File: config.mk
export PLATFORM = sky130hd
export DESIGN_NAME = irrigation_sequencer_unit
export DESIGN_NICKNAME = d
export VERILOG_FILES = /design/src/irrseq_pkg.sv /design/src/irrseq_ctrl.sv /design/src/irrseq_datapath.sv /design/src/irrigation_sequencer_unit.sv
export SDC_FILE = /design/constraint.sdc
export NUM_CORES = 1
export LEC_CHECK = 0
export ABC_AREA = 0
export BUFFER_PORTS_ARGS = -buffer_cell sky130_fd_sc_hd__buf_2
export CORE_MARGIN = 2
export CORE_UTILIZATION = 50
export CTS_CLUSTER_SIZE = 25
export DETAILED_ROUTE_END_ITERATION = 8
export HOLD_SLACK_MARGIN = 0.12
export PLACE_DENSITY_LB_ADDON = 0.2
export SYNTH_ARGS = -nofsm -noshare
export SYNTH_HDL_FRONTEND = slang
export SYNTH_SLANG_ARGS = --single-unit
File: constraint.sdc
create_clock -name clock -period 13.63 [get_ports clock]
set_input_delay 1.363 -clock clock [delete_from_list [all_inputs] [get_ports clock]]
set_output_delay 1.363 -clock clock [all_outputs]
set_load 0.03 [all_outputs]
File: src/irrseq_pkg.sv
package irrseq_pkg;

   // watering machine states, as shown on rsp_sys_state
   typedef enum logic [3:0] {
      ST_IDLE   = 4'd0,
      ST_READY  = 4'd1,
      ST_ACTIVE = 4'd2,
      ST_MSTOP  = 4'd3,
      ST_MSTART = 4'd4,
      ST_DONE   = 4'd5,
      ST_ERROR  = 4'd6,
      ST_DELAY  = 4'd7,
      ST_SLEEP  = 4'd8
   } sys_state_type;

   // controller phases of one control pass
   typedef enum logic [3:0] {
      CS_WAIT,
      CS_TOGGLE,
      CS_DAY,
      CS_SCHED,
      CS_COND,
      CS_AUTO,
      CS_SUPER,
      CS_DIV_LOAD,
      CS_DIV_STEP,
      CS_RESULT
   } ctrl_state_type;

   // register indexes on the csr port (byte address is 4 times the index)
   localparam logic [2:0] REG_MOISTURE_TARGET = 3'd0;
   localparam logic [2:0] REG_TANK_TEMP_MIN   = 3'd1;
   localparam logic [2:0] REG_WATER_DURATION  = 3'd2;
   localparam logic [2:0] REG_START_HOUR      = 3'd3;
   localparam logic [2:0] REG_STOP_ERROR_MASK = 3'd4;

   localparam int          CSR_ADDR_W   = 5;
   localparam logic [6:0]  PCT_FULL     = 7'd100;
   localparam logic [6:0]  PCT_ZERO     = 7'd0;
   localparam logic [4:0]  HOUR_NONE    = 5'd31;
   localparam logic [2:0]  DIV_LAST_BIT = 3'd6;

   typedef struct packed {
      logic        [6:0]  moisture_target;
      logic signed [11:0] tank_temp_min;
      logic        [26:0] water_duration_ms;
      logic        [4:0]  start_hour;
      logic        [7:0]  stop_error_mask;
   } cfg_type;

   typedef struct packed {
      logic          load;
      logic          go_en;
      sys_state_type go_tgt;
      logic          day_clear;
      logic          set_prev;
      logic          set_due;
      logic          eval_ready;
      logic          pend_total;
      logic          div_load;
      logic          div_step;
      logic          out_load;
   } cmd_type;

   typedef struct packed {
      sys_state_type cur;
      logic          mode;
      logic          stopping;
      logic          hour_new;
      logic          hour_zero;
      logic          ready_hour;
      logic          start_hit;
      logic          done;
      logic          due;
      logic          ready;
      logic          finish;
      logic          pend;
      logic          pend_ge;
      logic          div_last;
   } status_type;

   function automatic logic is_watering(sys_state_type s);
      return (s == ST_ACTIVE) || (s == ST_MSTART);
   endfunction

endpackage

File: src/irrseq_ctrl.sv
module irrseq_ctrl (
   input  logic                    clock,
   input  logic                    reset,
   input  logic                    req_valid,
   output logic                    req_stall,
   output logic                    rsp_valid,
   input  logic                    rsp_stall,
   input  irrseq_pkg::status_type  status,
   output irrseq_pkg::cmd_type     cmd
);

   irrseq_pkg::ctrl_state_type state_ff, state_in;
   logic rsp_valid_ff, rsp_valid_in;
   logic out_free;

   assign out_free  = !rsp_valid_ff || !rsp_stall;
   assign req_stall = (state_ff != irrseq_pkg::CS_WAIT);
   assign rsp_valid = rsp_valid_ff;

   always_ff @(posedge clock) begin
      if (reset) begin
         state_ff     <= irrseq_pkg::CS_WAIT;
         rsp_valid_ff <= 1'b0;
      end else begin
         state_ff     <= state_in;
         rsp_valid_ff <= rsp_valid_in;
      end
   end

   // next state
   always_comb begin
      state_in = state_ff;
      case (state_ff)
         irrseq_pkg::CS_WAIT: begin
            if (req_valid) state_in = irrseq_pkg::CS_TOGGLE;
         end
         irrseq_pkg::CS_TOGGLE:   state_in = irrseq_pkg::CS_DAY;
         irrseq_pkg::CS_DAY:      state_in = irrseq_pkg::CS_SCHED;
         irrseq_pkg::CS_SCHED:    state_in = irrseq_pkg::CS_COND;
         irrseq_pkg::CS_COND:     state_in = irrseq_pkg::CS_AUTO;
         irrseq_pkg::CS_AUTO:     state_in = irrseq_pkg::CS_SUPER;
         irrseq_pkg::CS_SUPER:    state_in = irrseq_pkg::CS_DIV_LOAD;
         irrseq_pkg::CS_DIV_LOAD: begin
            if (!status.pend || status.pend_ge) state_in = irrseq_pkg::CS_RESULT;
            else state_in = irrseq_pkg::CS_DIV_STEP;
         end
         irrseq_pkg::CS_DIV_STEP: begin
            if (status.div_last) state_in = irrseq_pkg::CS_RESULT;
         end
         irrseq_pkg::CS_RESULT: begin
            if (out_free) state_in = irrseq_pkg::CS_WAIT;
         end
         default: state_in = irrseq_pkg::CS_WAIT;
      endcase
   end

   // commands to the datapath
   always_comb begin
      cmd = '0;
      cmd.go_tgt = irrseq_pkg::ST_IDLE;
      case (state_ff)
         irrseq_pkg::CS_WAIT: begin
            cmd.load = req_valid;
         end
         irrseq_pkg::CS_TOGGLE: begin
            if (status.mode) begin
               cmd.go_en = 1'b1;
               if (irrseq_pkg::is_watering(status.cur)) cmd.go_tgt = irrseq_pkg::ST_MSTOP;
               else if (status.stopping) cmd.go_tgt = irrseq_pkg::ST_ERROR;
               else cmd.go_tgt = irrseq_pkg::ST_MSTART;
            end
         end
         irrseq_pkg::CS_DAY: begin
            if (status.hour_new) begin
               cmd.set_prev = 1'b1;
               if (status.hour_zero) begin
                  cmd.go_en     = 1'b1;
                  cmd.go_tgt    = irrseq_pkg::ST_IDLE;
                  cmd.day_clear = 1'b1;
               end
            end
         end
         irrseq_pkg::CS_SCHED: begin
            if (!status.done && status.cur != irrseq_pkg::ST_MSTART) begin
               if (status.ready_hour && status.cur == irrseq_pkg::ST_IDLE) begin
                  cmd.go_en  = 1'b1;
                  cmd.go_tgt = irrseq_pkg::ST_READY;
               end else if (status.start_hit) begin
                  cmd.set_due = 1'b1;
               end
            end
         end
         irrseq_pkg::CS_COND: begin
            if (status.stopping) begin
               cmd.go_en  = 1'b1;
               cmd.go_tgt = irrseq_pkg::ST_ERROR;
            end else begin
               cmd.go_en      = (status.cur == irrseq_pkg::ST_ERROR);
               cmd.go_tgt     = irrseq_pkg::ST_IDLE;
               cmd.eval_ready = 1'b1;
            end
         end
         irrseq_pkg::CS_AUTO: begin
            if (!(status.cur == irrseq_pkg::ST_MSTART || status.cur == irrseq_pkg::ST_MSTOP ||
                  status.cur == irrseq_pkg::ST_ACTIVE || status.cur == irrseq_pkg::ST_ERROR)) begin
               if (status.due && status.ready) begin
                  cmd.go_en  = 1'b1;
                  cmd.go_tgt = irrseq_pkg::ST_ACTIVE;
               end else if (status.due) begin
                  cmd.go_en  = 1'b1;
                  cmd.go_tgt = irrseq_pkg::ST_DELAY;
               end else if (status.cur == irrseq_pkg::ST_DELAY && status.ready) begin
                  cmd.go_en  = 1'b1;
                  cmd.go_tgt = irrseq_pkg::ST_READY;
               end
            end
         end
         irrseq_pkg::CS_SUPER: begin
            if (irrseq_pkg::is_watering(status.cur)) begin
               if (status.finish) begin
                  cmd.go_en  = 1'b1;
                  cmd.go_tgt = irrseq_pkg::ST_DONE;
               end else begin
                  cmd.pend_total = 1'b1;
               end
            end
         end
         irrseq_pkg::CS_DIV_LOAD: cmd.div_load = 1'b1;
         irrseq_pkg::CS_DIV_STEP: cmd.div_step = 1'b1;
         irrseq_pkg::CS_RESULT:   cmd.out_load = out_free;
         default: cmd = '0;
      endcase
   end

   always_comb begin
      rsp_valid_in = rsp_valid_ff;
      if (cmd.out_load) rsp_valid_in = 1'b1;
      else if (rsp_valid_ff && !rsp_stall) rsp_valid_in = 1'b0;
   end

endmodule

File: src/irrseq_datapath.sv
module irrseq_datapath (
   input  logic                    clock,
   input  logic                    reset,
   input  irrseq_pkg::cfg_type     cfg,
   input  irrseq_pkg::cmd_type     cmd,
   output irrseq_pkg::status_type  status,
   input  logic                    req_mode,
   input  logic [31:0]             req_now_ms,
   input  logic [4:0]              req_hour,
   input  logic                    req_tank_full,
   input  logic signed [11:0]      req_tank_temp,
   input  logic [6:0]              req_moisture_a,
   input  logic [6:0]              req_moisture_b,
   input  logic [7:0]              req_error_flags,
   output logic [3:0]              rsp_sys_state,
   output logic                    rsp_pump_on,
   output logic [6:0]              rsp_progress,
   output logic                    rsp_due_now,
   output logic                    rsp_ready_ok,
   output logic                    rsp_done_today
);

   // captured pass inputs
   logic               mode_ff;
   logic [31:0]        now_ff;
   logic [4:0]         hour_ff;
   logic               tank_ff;
   logic signed [11:0] temp_ff;
   logic [6:0]         ma_ff, mb_ff;
   logic [7:0]         flags_ff;

   irrseq_pkg::sys_state_type cur_ff, cur_in;
   logic [31:0] session_ff, session_in;
   logic [31:0] watered_ff, watered_in;
   logic [6:0]  pct_ff, pct_in;
   logic        done_ff, done_in;
   logic        due_ff, due_in;
   logic        ready_ff, ready_in;
   logic [4:0]  prev_hour_ff, prev_hour_in;
   logic        pend_ff, pend_in;
   logic [31:0] pend_val_ff, pend_val_in;
   logic [33:0] rem_ff, rem_in;
   logic [6:0]  quo_ff, quo_in;
   logic [2:0]  cnt_ff, cnt_in;

   logic [31:0] acc_total;
   logic [31:0] dur_ext;
   logic [33:0] div_shifted;
   logic        div_take;
   logic [6:0]  quo_next;
   logic        go_chg;

   assign dur_ext     = {5'b0, cfg.water_duration_ms};
   assign acc_total   = watered_ff + (now_ff - session_ff);
   assign go_chg      = cmd.go_en && (cmd.go_tgt != cur_ff);
   assign div_shifted = {7'b0, cfg.water_duration_ms} << cnt_ff;
   assign div_take    = (rem_ff >= div_shifted);
   assign quo_next    = {quo_ff[5:0], div_take};

   always_comb begin
      status.cur        = cur_ff;
      status.mode       = mode_ff;
      status.stopping   = |(flags_ff & cfg.stop_error_mask);
      status.hour_new   = (hour_ff != prev_hour_ff);
      status.hour_zero  = (hour_ff == 5'd0);
      status.ready_hour = (cfg.start_hour != 5'd0) && (hour_ff == cfg.start_hour - 5'd1);
      status.start_hit  = (hour_ff == cfg.start_hour);
      status.done       = done_ff;
      status.due        = due_ff;
      status.ready      = ready_ff;
      status.finish     = (acc_total >= dur_ext) ||
                          (ma_ff >= cfg.moisture_target && mb_ff >= cfg.moisture_target &&
                           cur_ff == irrseq_pkg::ST_ACTIVE);
      status.pend       = pend_ff;
      status.pend_ge    = (pend_val_ff >= dur_ext);
      status.div_last   = (cnt_ff == 3'd0);
   end

   // progress is kept as a pending dividend until the end of the pass,
   // the last write in the pass decides it
   always_comb begin
      cur_in       = cur_ff;
      session_in   = session_ff;
      watered_in   = watered_ff;
      pct_in       = pct_ff;
      done_in      = done_ff;
      due_in       = due_ff;
      ready_in     = ready_ff;
      prev_hour_in = prev_hour_ff;
      pend_in      = pend_ff;
      pend_val_in  = pend_val_ff;
      rem_in       = rem_ff;
      quo_in       = quo_ff;
      cnt_in       = cnt_ff;

      if (go_chg) begin
         if (irrseq_pkg::is_watering(cur_ff)) begin
            watered_in  = acc_total;
            pend_in     = 1'b1;
            pend_val_in = acc_total;
         end
         if (irrseq_pkg::is_watering(cmd.go_tgt)) session_in = now_ff;
         if (cmd.go_tgt == irrseq_pkg::ST_DONE) begin
            pct_in  = irrseq_pkg::PCT_FULL;
            pend_in = 1'b0;
            done_in = 1'b1;
            due_in  = 1'b0;
         end
         if (cmd.go_tgt == irrseq_pkg::ST_IDLE) begin
            watered_in = 32'd0;
            pct_in     = irrseq_pkg::PCT_ZERO;
            pend_in    = 1'b0;
         end
         cur_in = cmd.go_tgt;
      end

      if (cmd.day_clear) begin
         watered_in = 32'd0;
         pct_in     = irrseq_pkg::PCT_ZERO;
         pend_in    = 1'b0;
         due_in     = 1'b0;
         done_in    = 1'b0;
      end

      if (cmd.set_prev) prev_hour_in = hour_ff;
      if (cmd.set_due)  due_in = 1'b1;

      if (cmd.eval_ready) begin
         ready_in = tank_ff && ($signed(temp_ff) >= $signed(cfg.tank_temp_min)) &&
                    !done_ff && (cur_ff != irrseq_pkg::ST_MSTOP);
      end

      if (cmd.pend_total) begin
         pend_in     = 1'b1;
         pend_val_in = acc_total;
      end

      // at or past the budget the percentage saturates, else quotient fits 7 bits
      if (cmd.div_load && pend_ff) begin
         if (status.pend_ge) begin
            pct_in  = irrseq_pkg::PCT_FULL;
            pend_in = 1'b0;
         end else begin
            rem_in = {7'b0, pend_val_ff[26:0]} * 34'd100;
            quo_in = 7'd0;
            cnt_in = irrseq_pkg::DIV_LAST_BIT;
         end
      end

      if (cmd.div_step) begin
         rem_in = div_take ? (rem_ff - div_shifted) : rem_ff;
         quo_in = quo_next;
         cnt_in = cnt_ff - 3'd1;
         if (cnt_ff == 3'd0) begin
            pct_in  = quo_next;
            pend_in = 1'b0;
         end
      end
   end

   always_ff @(posedge clock) begin
      if (reset) begin
         cur_ff       <= irrseq_pkg::ST_IDLE;
         session_ff   <= 32'd0;
         watered_ff   <= 32'd0;
         pct_ff       <= irrseq_pkg::PCT_ZERO;
         done_ff      <= 1'b0;
         due_ff       <= 1'b0;
         ready_ff     <= 1'b0;
         prev_hour_ff <= irrseq_pkg::HOUR_NONE;
         pend_ff      <= 1'b0;
      end else begin
         cur_ff       <= cur_in;
         session_ff   <= session_in;
         watered_ff   <= watered_in;
         pct_ff       <= pct_in;
         done_ff      <= done_in;
         due_ff       <= due_in;
         ready_ff     <= ready_in;
         prev_hour_ff <= prev_hour_in;
         pend_ff      <= pend_in;
      end
   end

   always_ff @(posedge clock) begin
      pend_val_ff <= pend_val_in;
      rem_ff      <= rem_in;
      quo_ff      <= quo_in;
      cnt_ff      <= cnt_in;
      if (cmd.load) begin
         mode_ff  <= req_mode;
         now_ff   <= req_now_ms;
         hour_ff  <= req_hour;
         tank_ff  <= req_tank_full;
         temp_ff  <= req_tank_temp;
         ma_ff    <= req_moisture_a;
         mb_ff    <= req_moisture_b;
         flags_ff <= req_error_flags;
      end
      if (cmd.out_load) begin
         rsp_sys_state  <= cur_ff;
         rsp_pump_on    <= irrseq_pkg::is_watering(cur_ff);
         rsp_progress   <= pct_ff;
         rsp_due_now    <= due_ff;
         rsp_ready_ok   <= ready_ff;
         rsp_done_today <= done_ff;
      end
   end

endmodule

File: src/irrigation_sequencer_unit.sv
// channel | direction | handshake                | payload
// req     | in        | req_valid / req_stall    | one control pass
// rsp     | out       | rsp_valid / rsp_stall    | machine state, pump, progress, flags
// csr     | in/out    | csr_psel / csr_penable   | five setting registers, always ready
//
// a pass adds divider steps only when progress must be divided; the phases run one
// per cycle in the controller, the result phase waiting for a free output register;
// the progress percentage comes from a bit-serial divider, one quotient bit per cycle
// reset clears the machine to idle, the day flags, and the registers to their defaults
// the next pass is taken while a finished result still waits on rsp_stall, and a
// pass completes into the output register once that register is free

module irrigation_sequencer_unit (
   input  logic                               clock,
   input  logic                               reset,
   input  logic                               req_valid,
   output logic                               req_stall,
   input  logic                               req_mode,
   input  logic [31:0]                        req_now_ms,
   input  logic [4:0]                         req_hour,
   input  logic                               req_tank_full,
   input  logic signed [11:0]                 req_tank_temp,
   input  logic [6:0]                         req_moisture_a,
   input  logic [6:0]                         req_moisture_b,
   input  logic [7:0]                         req_error_flags,
   output logic                               rsp_valid,
   input  logic                               rsp_stall,
   output logic [3:0]                         rsp_sys_state,
   output logic                               rsp_pump_on,
   output logic [6:0]                         rsp_progress,
   output logic                               rsp_due_now,
   output logic                               rsp_ready_ok,
   output logic                               rsp_done_today,
   input  logic                               csr_psel,
   input  logic                               csr_penable,
   input  logic                               csr_pwrite,
   input  logic [irrseq_pkg::CSR_ADDR_W-1:0]  csr_paddr,
   input  logic [31:0]                        csr_pwdata,
   output logic [31:0]                        csr_prdata,
   output logic                               csr_pready
);

   irrseq_pkg::cfg_type    cfg_ff;
   irrseq_pkg::cmd_type    cmd;
   irrseq_pkg::status_type status;
   logic                   csr_wr;
   logic [2:0]             csr_idx;

   assign csr_pready = 1'b1;
   assign csr_wr     = csr_psel && csr_penable && csr_pwrite && csr_pready;
   assign csr_idx    = csr_paddr[4:2];

   always_ff @(posedge clock) begin
      if (reset) begin
         cfg_ff.moisture_target   <= 7'd50;
         cfg_ff.tank_temp_min     <= 12'sd320;
         cfg_ff.water_duration_ms <= 27'd60000;
         cfg_ff.start_hour        <= 5'd13;
         cfg_ff.stop_error_mask   <= 8'd15;
      end else if (csr_wr) begin
         case (csr_idx)
            irrseq_pkg::REG_MOISTURE_TARGET: cfg_ff.moisture_target   <= csr_pwdata[6:0];
            irrseq_pkg::REG_TANK_TEMP_MIN:   cfg_ff.tank_temp_min     <= csr_pwdata[11:0];
            irrseq_pkg::REG_WATER_DURATION:  cfg_ff.water_duration_ms <= csr_pwdata[26:0];
            irrseq_pkg::REG_START_HOUR:      cfg_ff.start_hour        <= csr_pwdata[4:0];
            irrseq_pkg::REG_STOP_ERROR_MASK: cfg_ff.stop_error_mask   <= csr_pwdata[7:0];
            default: ;
         endcase
      end
   end

   always_comb begin
      case (csr_idx)
         irrseq_pkg::REG_MOISTURE_TARGET: csr_prdata = {25'd0, cfg_ff.moisture_target};
         irrseq_pkg::REG_TANK_TEMP_MIN:   csr_prdata = {20'd0, cfg_ff.tank_temp_min};
         irrseq_pkg::REG_WATER_DURATION:  csr_prdata = {5'd0, cfg_ff.water_duration_ms};
         irrseq_pkg::REG_START_HOUR:      csr_prdata = {27'd0, cfg_ff.start_hour};
         irrseq_pkg::REG_STOP_ERROR_MASK: csr_prdata = {24'd0, cfg_ff.stop_error_mask};
         default:                         csr_prdata = 32'd0;
      endcase
   end

   irrseq_ctrl u_ctrl (
      .clock     (clock),
      .reset     (reset),
      .req_valid (req_valid),
      .req_stall (req_stall),
      .rsp_valid (rsp_valid),
      .rsp_stall (rsp_stall),
      .status    (status),
      .cmd       (cmd)
   );

   irrseq_datapath u_datapath (
      .clock           (clock),
      .reset           (reset),
      .cfg             (cfg_ff),
      .cmd             (cmd),
      .status          (status),
      .req_mode        (req_mode),
      .req_now_ms      (req_now_ms),
      .req_hour        (req_hour),
      .req_tank_full   (req_tank_full),
      .req_tank_temp   (req_tank_temp),
      .req_moisture_a  (req_moisture_a),
      .req_moisture_b  (req_moisture_b),
      .req_error_flags (req_error_flags),
      .rsp_sys_state   (rsp_sys_state),
      .rsp_pump_on     (rsp_pump_on),
      .rsp_progress    (rsp_progress),
      .rsp_due_now     (rsp_due_now),
      .rsp_ready_ok    (rsp_ready_ok),
      .rsp_done_today  (rsp_done_today)
   );

endmodule

==> results.md <==
- Vias per cell: 5.569
- DIE AREA: 0.04500 mm²
- Nets: about 2800
- Sequential area share after synthesis: 0.3605
- CTS root buf: clkbuf_16
- Slew Limit Fails: 0
- Post-CTS Resized: 0
- Fraction of layout cells with a size suffix above 1: 0.1114
- TritonCTS clock tree: yes
- Final HPWL DP: 41320 µm
- Crit path required time: 14.12 ns
- Syn-to-layout area delta: 11.29%
- Num CTS Buffers: 36
- RSZ-0062 raised after global routing: false
- Setup TNS: 0 ns
- Vias in the first global route: 16990
- Std-Cell Rows: 76
- Max_cap viols: 0
- Top cell type's share of synthesized area: 0.2246
- Fmax: 128.3 MHz
- Yosys Warn Count: 0
- Max Root-Sink Buffers: 3
- DR vias: 17000
- Die Y-Extent: 212.1 µm
- Largest net degree at the start of global routing: 68
- Post-DRT Antenna Nets: 0
- Hold Path Class: flop to flop
- Hold Vio Cnt, Final: 0
- Crit start category: flop
- Critical Path AT: 8.28 ns
- Gr usage total: 0.2457
- Sink Count: 309
- Initial antenna violation count: 0
- Post-synth top area cell: edfxtp_1
- VDD IR max: about 0.00012 V
- Top-count cell post-synth: inv_1
- #FFs+latches synth: slightly above 300
- Async SR Flop Fraction: 0
- Worst-margin pin slew: 1.262 ns
- Setup violators final: 0
- Post-synth cell types: 80
- GRT overflow: 0
- Global placement routability congestion: 0.8968
- Initial Utilization: 0.5050
- Critical path class: flop to flop
- Hold-fix buffers, CTS: 0
- Top_reg_cell synth: edfxtp_1
- # diodes: 0
- CTS clock-pin slew for the worst setup and hold paths: about 0.06 ns
- Wire per inst: 17.82 µm
- Leading post-synthesis cells by cell area: edfxtp_1 (22%), dfxtp_1 (14%), ha_1 (14%)
- Router iterations before antenna repair: 6
- Post-Syn Area: ~0.022 mm²
- Clk_lat worst skew: 0.56 ns
- Starting DRT DRC Count: ~1100
- Power Dens Cells: 162.7 mW/mm²
- Io pins: 167
- Die Wd: 212.1 µm
- EDFF count, synth: 162
- Outcome: finished clean
- WL final: 54400 µm
- Max H-tree Level: 2
- Fill cell count: 3886
- Fin crit share: 0.5716
- Core ar.: 0.04289 mm²
- Crit-path max FO: 32
- Period minus WS final: 7.791 ns
- Post-CTS Setup Inserts: 0
- Avg Inst Size Synth: 9.340 µm²
- Post-synthesis instance total: 2319
- First-pass GRT wire length: 87830 µm
- Input/output buffers: between 150 and 200
- CP endpoint kind: flop
- Worst clock skew: 0.01306 ns
- Commonest cells in the netlist: inv_1 (326), ha_1 (234), nand2_1 (183), nor2_1 (178), a21oi_1 (177)
- Cell leakage power: 10.72 nW
- DRC Markers: 0
- Slew margin rel.: 0.1587
- Dpl cell area: 0.02295 mm²
- Fin area: 0.02410 mm²
kinds of logic (layout without fill, tap and decap cells):
logic type	after synthesis	after routing	synth area share
adder cells (fa/ha/maj)	288	288	0.1851
flip-flops	309	309	0.3605
AND/OR/NAND/NOR	590	590	0.1281
buffers and inverters	413	557	0.07371
XOR/XNOR	97	97	0.03922
other	2	7	0.0003467
AO/OA/AOI/OAI	541	541	0.1650
multiplexers	79	79	0.04806
through the flow:
step	hold slack [ns]	std cells	power, mW	utilization	setup slack (ns)
final	0.4359	3053	3.922	0.5621	5.839
after global routing	0.4478	3053	4.206	0.5621	5.434
after CTS	0.4379	3053	3.930	0.5621	5.881
after detailed placement	0.4251	2988	2.963	0.5351	5.950
after global placement	0.4198	2988	2.917	0.5351	6.093
after floorplan	0.4029	2324	2.525	-	7.900
final timing paths:
| check | end | start | slack [ns] | cells past startpoint |
|---|---|---|---|---|
| worst min-delay path | u_datapath.rsp_progress[5] | u_datapath.pct_ff[5] | 0.44 | 0 |
| worst min register to register | u_datapath.rsp_progress[5] | u_datapath.pct_ff[5] | 0.44 | 0 |
| worst max register to register | u_datapath.watered_ff[23] | u_datapath.watered_ff[15] | 5.84 | 23 |
| worst max-delay path | u_datapath.watered_ff[23] | u_datapath.watered_ff[15] | 5.84 | 23 |
final cells by class:
cell class | count | area (µm²) | share of cell area
clock inverters | 18 | 132.6 | 0.005502
repair buffers | 165 | 860.8 | 0.03571
well taps | 585 | 732.0 | 0.03037
clock buffers | 47 | 1023 | 0.04246
inverters | 327 | 1227 | 0.05092
multi-input cells | 1602 | 12320 | 0.5111
flip-flops and latches | 309 | 7807 | 0.3239
sequential cells by signal (all words and copies together), names as in the netlist, 3 cells and up:
register,count
u_datapath.temp_ff,12
u_datapath.pct_ff,7
u_datapath.flags_ff,8
u_datapath.cnt_ff,3
u_datapath.ma_ff,7
u_datapath.now_ff,32
u_datapath.rsp_progress,7
u_datapath.rsp_sys_state,3
u_datapath.session_ff,32
u_datapath.hour_ff,5
u_datapath.prev_hour_ff,5
u_datapath.watered_ff,32
u_datapath.quo_ff,6
u_datapath.mb_ff,7
u_datapath.rem_ff,34
u_ctrl.state_ff,4
cfg_ff,59
u_datapath.pend_val_ff,32
u_datapath.cur_ff,3
report_power, final:
group          leakage, nW  total [mW]  switching, mW  internal [mW]
sequential            2.69        1.21         0.0600           1.15
clock                0.566       0.950          0.400          0.550
combinational         7.46        1.76           1.10          0.661
total                 10.7        3.92           1.56           2.36
routing by layer:
layer,routed length (µm),global-route usage,share of wire
met1,24780,0.3316,0.46
met3,2591,0.03131,0.048
met4,1653,0.08038,0.030
met2,25370,0.4096,0.47
met5,0,0,0
critical path, cell delays in order (launching register included):
cell      delay (ns)
dfxtp_1         0.33
inv_1           0.06
fa_1            0.54
inv_1           0.04
ha_1            0.41
nand3_1         0.24
nor3_1          0.41
inv_1           0.07
o311ai_1        0.67
a21o_1          0.21
a21oi_1         0.09
o21ai_0         0.25
xor2_1          0.20
ha_1            0.24
or4_1           0.57
a2111o_1        0.43
a221oi_2        0.21
o21ai_1         0.12
a221oi_2        0.35
o221ai_2        0.21
o41ai_4         0.72
a22oi_1         0.27
nor2_4          0.78
a22o_1          0.25
layout by cell type, fill, tap and decap left out, drive strengths merged, types with 44 or more instances in the layout:
master,count
inv,329
buf,165
fa,54
edfxtp,162
ha,234
xor2,44
nand2,183
mux2i,59
a21oi,177
a21o,53
o21ai,89
dfxtp,147
nor2,179
xnor2,53
clkbuf,47
No activity file was read; power rests on OpenSTA's default activity.
